## src/sv/lcdnw_pkg.sv

```systemverilog
// Shared types, constants and the glyph remap for the character-LCD nibble writer.
// No dependencies; every other file in this block imports it.
package lcdnw_pkg;

  localparam int unsigned TicksW = 20;
  localparam logic [TicksW-1:0] PulseTicksReset = 20'd20000;

  // One input transaction: byte and data/command flag.
  typedef struct packed {
    logic [7:0] data_byte;
    logic       is_data;
  } in_item_t;

  // One output transaction: a single pin state on the LCD bus.
  typedef struct packed {
    logic [3:0]        data_nibble;
    logic              register_select;
    logic              enable_pin;
    logic [TicksW-1:0] hold_ticks;
    logic              last;
  } out_item_t;

  // Queued transfer after classification: the byte to put on the bus.
  typedef struct packed {
    logic [7:0] bus_byte;
    logic       rs;
  } xfer_t;

  // Pin-state sequence of one transfer, high nibble first.
  typedef enum logic [2:0] {
    PH_SETUP_HI  = 3'd0,
    PH_PULSE_HI  = 3'd1,
    PH_SETTLE_HI = 3'd2,
    PH_SETUP_LO  = 3'd3,
    PH_PULSE_LO  = 3'd4,
    PH_SETTLE_LO = 3'd5
  } phase_e;

  // Turkish letters (Windows-1254) onto custom glyph slots 0 to 4.
  function automatic logic [7:0] remap_glyph(input logic [7:0] b);
    logic [7:0] r;
    case (b)
      8'hC7, 8'hE7: r = 8'd0;
      8'hDD, 8'hFD: r = 8'd1;
      8'hD6, 8'hF6: r = 8'd2;
      8'hDE, 8'hFE: r = 8'd3;
      8'hDC, 8'hFC: r = 8'd4;
      default:      r = b;
    endcase
    return r;
  endfunction

endpackage

```

## src/sv/lcdnw_front.sv

```systemverilog
// Front stage: accepts transfers, applies the glyph remap to data bytes.
// Depends on lcdnw_pkg.
module lcdnw_front
  import lcdnw_pkg::*;
(
  input  logic     clk_i,
  input  logic     rst_ni,
  input  logic     in_valid_i,
  output logic     in_stall_o,
  input  in_item_t in_data_i,
  output logic     push_o,
  output xfer_t    push_data_o,
  input  logic     queue_full_i
);

  logic  valid_q, valid_d;
  xfer_t xfer_q;
  logic  accept;

  assign in_stall_o  = valid_q & queue_full_i;
  assign accept      = in_valid_i & ~in_stall_o;
  assign push_o      = valid_q & ~queue_full_i;
  assign push_data_o = xfer_q;
  assign valid_d     = accept | (valid_q & ~push_o);

  always_ff @(posedge clk_i or negedge rst_ni) begin
    if (!rst_ni) begin
      valid_q <= 1'b0;
    end else begin
      valid_q <= valid_d;
    end
  end

  // Classify: remap data bytes only.
  always_ff @(posedge clk_i) begin
    if (accept) begin
      xfer_q.rs       <= in_data_i.is_data;
      xfer_q.bus_byte <= in_data_i.is_data ? remap_glyph(in_data_i.data_byte)
                                           : in_data_i.data_byte;
    end
  end

endmodule

```

## src/sv/lcdnw_queue.sv

```systemverilog
// Short FIFO of classified transfers between front and back.
// Depends on lcdnw_pkg.
module lcdnw_queue
  import lcdnw_pkg::*;
#(
  parameter int unsigned DEPTH = 2
) (
  input  logic  clk_i,
  input  logic  rst_ni,
  input  logic  push_i,
  input  xfer_t push_data_i,
  output logic  full_o,
  input  logic  pop_i,
  output logic  empty_o,
  output xfer_t head_o
);

  localparam int unsigned PtrW = (DEPTH > 1) ? $clog2(DEPTH) : 1;
  localparam int unsigned CntW = $clog2(DEPTH + 1);
  localparam logic [PtrW-1:0] LastPtr = PtrW'(DEPTH - 1);
  localparam logic [CntW-1:0] FullCnt = CntW'(DEPTH);

  xfer_t            mem_q [DEPTH];
  logic [PtrW-1:0]  wr_ptr_q, wr_ptr_d, rd_ptr_q, rd_ptr_d;
  logic [CntW-1:0]  count_q, count_d;
  logic             do_push, do_pop;

  assign full_o  = (count_q == FullCnt);
  assign empty_o = (count_q == '0);
  assign do_push = push_i & ~full_o;
  assign do_pop  = pop_i & ~empty_o;
  assign head_o  = mem_q[rd_ptr_q];

  always_comb begin
    wr_ptr_d = wr_ptr_q;
    rd_ptr_d = rd_ptr_q;
    count_d  = count_q;
    if (do_push) begin
      wr_ptr_d = (wr_ptr_q == LastPtr) ? '0 : wr_ptr_q + 1'b1;
    end
    if (do_pop) begin
      rd_ptr_d = (rd_ptr_q == LastPtr) ? '0 : rd_ptr_q + 1'b1;
    end
    if (do_push && !do_pop) begin
      count_d = count_q + 1'b1;
    end else if (do_pop && !do_push) begin
      count_d = count_q - 1'b1;
    end
  end

  always_ff @(posedge clk_i or negedge rst_ni) begin
    if (!rst_ni) begin
      wr_ptr_q <= '0;
      rd_ptr_q <= '0;
      count_q  <= '0;
    end else begin
      wr_ptr_q <= wr_ptr_d;
      rd_ptr_q <= rd_ptr_d;
      count_q  <= count_d;
    end
  end

  always_ff @(posedge clk_i) begin
    if (do_push) begin
      mem_q[wr_ptr_q] <= push_data_i;
    end
  end

endmodule

```

## src/sv/lcdnw_back.sv

```systemverilog
// Back stage: walks the six pin states of the queued transfer into an output register.
// Depends on lcdnw_pkg.
module lcdnw_back
  import lcdnw_pkg::*;
(
  input  logic              clk_i,
  input  logic              rst_ni,
  input  logic              queue_empty_i,
  input  xfer_t             head_i,
  output logic              pop_o,
  input  logic [TicksW-1:0] pulse_ticks_i,
  output logic              out_valid_o,
  input  logic              out_stall_i,
  output out_item_t         out_data_o
);

  phase_e    phase_q, phase_d;
  logic      out_valid_q, out_valid_d;
  out_item_t out_q;
  out_item_t pin_state;
  logic      load;

  assign load  = ~queue_empty_i & (~out_valid_q | ~out_stall_i);
  assign pop_o = load & (phase_q == PH_SETTLE_LO);

  // Next state.
  always_comb begin
    phase_d = phase_q;
    if (load) begin
      case (phase_q)
        PH_SETUP_HI:  phase_d = PH_PULSE_HI;
        PH_PULSE_HI:  phase_d = PH_SETTLE_HI;
        PH_SETTLE_HI: phase_d = PH_SETUP_LO;
        PH_SETUP_LO:  phase_d = PH_PULSE_LO;
        PH_PULSE_LO:  phase_d = PH_SETTLE_LO;
        PH_SETTLE_LO: phase_d = PH_SETUP_HI;
        default:      phase_d = PH_SETUP_HI;
      endcase
    end
  end

  // Pin state for the current phase.
  always_comb begin
    pin_state.register_select = head_i.rs;
    pin_state.data_nibble     = head_i.bus_byte[7:4];
    pin_state.enable_pin      = 1'b0;
    pin_state.hold_ticks      = pulse_ticks_i;
    pin_state.last            = 1'b0;
    case (phase_q)
      PH_SETUP_HI: begin
        pin_state.hold_ticks = '0;
      end
      PH_PULSE_HI: begin
        pin_state.enable_pin = 1'b1;
      end
      PH_SETTLE_HI: begin
      end
      PH_SETUP_LO: begin
        pin_state.data_nibble = head_i.bus_byte[3:0];
        pin_state.hold_ticks  = '0;
      end
      PH_PULSE_LO: begin
        pin_state.data_nibble = head_i.bus_byte[3:0];
        pin_state.enable_pin  = 1'b1;
      end
      PH_SETTLE_LO: begin
        pin_state.data_nibble = head_i.bus_byte[3:0];
        pin_state.last        = 1'b1;
      end
      default: begin
        pin_state.hold_ticks = '0;
      end
    endcase
  end

  assign out_valid_d = load | (out_valid_q & out_stall_i);

  always_ff @(posedge clk_i or negedge rst_ni) begin
    if (!rst_ni) begin
      phase_q     <= PH_SETUP_HI;
      out_valid_q <= 1'b0;
    end else begin
      phase_q     <= phase_d;
      out_valid_q <= out_valid_d;
    end
  end

  always_ff @(posedge clk_i) begin
    if (load) begin
      out_q <= pin_state;
    end
  end

  assign out_valid_o = out_valid_q;
  assign out_data_o  = out_q;

endmodule

```

## src/sv/char_lcd_nibble_writer.sv

```systemverilog
// Top level of the character-LCD 4-bit nibble writer.
// Depends on lcdnw_pkg, lcdnw_front, lcdnw_queue and lcdnw_back.
//
// Usage:
//   Input channel (in_valid_i / in_stall_o / in_data_i): one transaction is
//   one LCD transfer, a byte and a data/command flag. Data bytes have the
//   Turkish letters remapped to custom glyphs 0 to 4; commands pass as is.
//   Output channel (out_valid_o / out_stall_i / out_data_o): each transfer
//   yields six transactions, one per pin state: setup, E high, E low for
//   the high nibble, then the same for the low nibble. The final one has
//   last set. hold_ticks carries the pulse length, 0 on the setup states.
//   Configuration: cfg_we_i writes cfg_wdata_i into the pulse length.
//   Path: an accepted transfer is registered in the front, written into the
//   queue, then loaded into the output register as its first pin state.
//   Throughput: set by the back-end sequencer that emits one pin state per cycle
//   while out_stall_i is low; the front and the queue take a transfer every cycle until the queue fills.
//   Reset: queue and sequencer empty, pulse length back to 20000 ticks.
//   A stalled receiver holds the output register; the back end then halts,
//   the queue fills and in_stall_o rises without losing any transaction.
module char_lcd_nibble_writer
  import lcdnw_pkg::*;
#(
  parameter int unsigned QUEUE_DEPTH = 2
) (
  input  logic              clk_i,
  input  logic              rst_ni,
  input  logic              in_valid_i,
  output logic              in_stall_o,
  input  in_item_t          in_data_i,
  output logic              out_valid_o,
  input  logic              out_stall_i,
  output out_item_t         out_data_o,
  input  logic              cfg_we_i,
  input  logic [TicksW-1:0] cfg_wdata_i
);

  logic [TicksW-1:0] pulse_ticks_q;
  logic              push, pop, queue_full, queue_empty;
  xfer_t             push_data, head;

  // Pulse length register: write whenever enabled.
  always_ff @(posedge clk_i or negedge rst_ni) begin
    if (!rst_ni) begin
      pulse_ticks_q <= PulseTicksReset;
    end else if (cfg_we_i) begin
      pulse_ticks_q <= cfg_wdata_i;
    end
  end

  // Front: accept and classify the transfer.
  lcdnw_front u_front (
    .clk_i        (clk_i),
    .rst_ni       (rst_ni),
    .in_valid_i   (in_valid_i),
    .in_stall_o   (in_stall_o),
    .in_data_i    (in_data_i),
    .push_o       (push),
    .push_data_o  (push_data),
    .queue_full_i (queue_full)
  );

  // Decouple the front from the pin sequencer.
  lcdnw_queue #(
    .DEPTH (QUEUE_DEPTH)
  ) u_queue (
    .clk_i       (clk_i),
    .rst_ni      (rst_ni),
    .push_i      (push),
    .push_data_i (push_data),
    .full_o      (queue_full),
    .pop_i       (pop),
    .empty_o     (queue_empty),
    .head_o      (head)
  );

  // Back: advance through the six pin states, drop the transfer after the last.
  lcdnw_back u_back (
    .clk_i         (clk_i),
    .rst_ni        (rst_ni),
    .queue_empty_i (queue_empty),
    .head_i        (head),
    .pop_o         (pop),
    .pulse_ticks_i (pulse_ticks_q),
    .out_valid_o   (out_valid_o),
    .out_stall_i   (out_stall_i),
    .out_data_o    (out_data_o)
  );

endmodule

```

## config.mk

```make
export PLATFORM = sky130hd
export DESIGN_NAME = char_lcd_nibble_writer
export DESIGN_NICKNAME = d
export VERILOG_FILES = /design/src/sv/lcdnw_pkg.sv /design/src/sv/lcdnw_front.sv /design/src/sv/lcdnw_queue.sv /design/src/sv/lcdnw_back.sv /design/src/sv/char_lcd_nibble_writer.sv
export SDC_FILE = /design/constraint.sdc
export NUM_CORES = 1
export LEC_CHECK = 0
export ABC_CLOCK_PERIOD_IN_PS = 3100
export BUFFER_PORTS_ARGS = -buffer_cell sky130_fd_sc_hd__buf_4
export CAP_MARGIN = 20
export CORE_UTILIZATION = 50
export DETAILED_ROUTE_END_ITERATION = 8
export HOLD_SLACK_MARGIN = 0.08
export PLACE_DENSITY_LB_ADDON = 0.15
export SYNTH_ARGS = -nofsm -noshare
export SYNTH_HDL_FRONTEND = slang
export SYNTH_SLANG_ARGS = --single-unit
```

## constraint.sdc

```tcl
create_clock -name clk_i -period 3.1 [get_ports clk_i]
set_clock_uncertainty 0.1 [all_clocks]
set_input_delay 0.155 -clock clk_i [delete_from_list [all_inputs] [get_ports clk_i]]
set_output_delay 0.155 -clock clk_i [all_outputs]
set_load 0.005 [all_outputs]
```

==> out/metrics.csv <==
metric,value,unit
status,finished clean,
final period utilization,56.4,%
Slew @ Worst Pin,727,ps
count of unique library cells instantiated by Yosys,37,
WP data arrival,1620,ps
largest family of logic cells by synthesized area,multiplexers,
First-pass DRT Iterations,4,
"Max FO, Critical Path",9,
"Min Clock Period, post-route",1750,ps
"Area growth, synth to finish",32.8,%
ranking of synthesized cells by area,"edfxtp_1 50%, dfrtp_1 18%, mux2_2 7.3%",
Power Dens Cells,841,mW/mm2
top cell type's share of synthesized area,49.8,%
routability congestion estimate,0.740,
"Slew Viols, Final",0,
ANT cells,0,
Commonest cells post-synth,"54 x edfxtp_1, 24 x dfrtp_1, 21 x and2_1, 21 x mux2_2, 7 x nor2_1",
Gate power share,28.8,%
Synth warnings,0,
Design Power,3640,uW
switching part of the total,27.6,%
max cap viols,0,
sequential element share of the synthesized area,72.2,%
type of origin of the critical path,register,
Post-Route WL,5240,um
Max stage delay on crit path,570,ps
Main synth FF type,edfxtp_1,
CTS H-tree depth,3,
sequential power share,51.0,%
CTS tree,done,
final setup vio count,0,
post-synthesis mux area share,10.9,%
Cell Int Power,2630,uW
CP bufs+invs,0,
initial antenna violation count,0,
"area leader, netlist",edfxtp_1,
DRC,0,
Final Hold Vio Count,0,
XOR/XNOR Fraction of Synth Area,1.88,%
Slowest cell on crit path,nor2_1,
vias in the first global route,1847,
critical path's top delay family,simple AND/OR/NAND/NOR gates,
Fmax,572,MHz
Iter 0 DRT Violations,54,
final setup TNS,0,ps
first-pass GRT wire length,8180,um
cell count after synthesis,196,
Initial Util,51.6,%
clock group share of total power,20.2,%
Post-synth ARST share,34.9,%
Clock Latency Late Sink,340,ps
simple-gate share of the synthesized area,9.25,%
die area,0.00684,mm2
Yosys reg bits,83,
Num Clock Sinks,83,
RSZ-0062 raised after global routing,no,
Total GRT Usage,16.9,%
Synth Area in Compound Gates,3.34,%
Syn Area/Cell,16.6,um2
worst path required time,2970,ps
worst hold path type,in2async,
Core Area,0.00631,mm2
IO Pins,63,
"Reg clk slew, reported paths",80,ps
worst vdd ir,450,uV
Avg WL per Cell,13.9,um
post-route ant nets,0,
most instantiated library cell after synthesis,edfxtp_1,
Avg Vias per Cell,4.90,
DP Wirelength,3350,um
final core utilization,68.5,%
CTS Buf Count,9,
Die Span Y,82.7,um
leakage,0.00175,uW
pin count of the biggest net entering global routing,30,
Worst setup EP type,register,
Netlist Area Pre-Place,0.00326,mm2
share of post-route cells with drive strength above 1,36.7,%
crit path kind,reg2reg,
fin nets,330,
Overflow after GRT,0,
relative slew slack,51.3,%
PortBufs,62,
Post-Synth Adder-Cell Area,0.384,%
Die Span X,82.7,um
count of flip-flops with a built-in enable after synthesis,54,
Syn Nets,231,
CTS Buffer Depth,2,
via count,1849,
Rows,29,
# resized after CTS,0,
CTS root buffer,clkbuf_8,
Sw Pwr,1010,uW
worst path cell trace,nand2b_1 -> nand2_1 -> nor2_1,
==> through the flow <==
stage,cell area (um2),worst slack [ps],cells,hold slack [ps]
after global placement,3790,1240,328,12.6
after detailed placement,3790,1160,328,13.4
after global routing,4330,1180,377,189
after CTS,4300,1140,376,166
final,4330,1350,377,176
after floorplan,3260,1480,196,-241
==> layout make-up <==
class / count / area (um2)
Fill cell: 454 / 1990
Tap cell: 77 / 96.3
Sequential cell: 83 / 2350
Clock buffer: 9 / 124
Clock inverter: 7 / 68.8
Timing Repair Buffer: 96 / 821
Multi-Input combinational cell: 99 / 841
Inverter: 6 / 22.5
==> routing by layer <==
layer / routed length (um) / global-route usage (%) / up-vias
met1: 2310 / 19.6 / 881
met4: 113 / 10.9 / 0
met2: 2590 / 28.1 / 48
met5: 0 / 0 / -
li1: - / - / 908
met3: 230 / 3.85 / 12
==> power by group through the flow <==
stage	combinational, uW	clock [uW]	sequential (uW)
after floorplan	601	0	1820
final	1050	735	1860
after detailed placement	998	0	1890
after CTS	1030	761	1860
after global routing	1180	802	1900
after global placement	978	0	1870
==> cells by family (layout without fill, tap and decap cells) <==
kind of cell / Yosys count / after routing
DFF: 83 / 83
and+or+nand+nor: 50 / 50
muxes: 26 / 26
AOI/OAI and AO/OA: 15 / 15
buffers and inverters: 14 / 118
xor gates and xnor gates: 7 / 7
adders and majority gates: 1 / 1
==> state kept, by name (all words and copies together), names as in the netlist <==
register             count
u_back.out_data_o       27
pulse_ticks_q           20
u_queue.mem_q           18
u_front.push_data_o      9
u_back.phase_q           3
u_queue.count_q          2
u_back.out_valid_o       1
u_front.valid_q          1
u_queue.rd_ptr_q         1
u_queue.wr_ptr_q         1
==> path summary, 6_finish.rpt <==
| kind | to | slack [ps] | startpoint | cells after the start |
|---|---|---|---|---|
| max | u_queue.mem_q[0][3] | 1350 | u_queue.count_q[0] | 3 |
| min | pulse_ticks_q[0] | 180 | rst_ni | 2 |
| max reg2reg | u_queue.mem_q[0][3] | 1350 | u_queue.count_q[0] | 3 |
| min reg2reg | u_queue.mem_q[0][8] | 350 | u_front.push_data_o[8] | 0 |
| max in group asynchronous | pulse_ticks_q[14] | 2400 | rst_ni | 2 |
| min in group clk_i | pulse_ticks_q[0] | 200 | cfg_we_i | 2 |
==> cell usage in the layout, fill, tap and decap left out, types with 2 or more instances in the layout <==
master	n
buf_4	63
nor2_1	7
edfxtp_1	54
o21ai_0	4
dfstp_2	5
nand2_1	3
xor2_1	3
inv_1	6
and2b_1	3
and2_1	21
dfrtp_1	24
clkinvlp_4	2
a21oi_1	2
mux2_2	21
nor2b_1	4
mux4_1	4
xnor2_1	4
clkinv_2	3
nand3_1	2
nand2b_1	2
dlygate4sd3_1	32
clkbuf_8	9
o31ai_1	2
nand3b_1	3
==> timing repair <==
action                                  4_1_cts  5_1_grt
endpoints found under the setup margin        0        0
hold buffers                                 32        0
buffers inserted                              0        0
endpoints found under the hold margin        60        0
No activity file was read; power rests on OpenSTA's default activity.
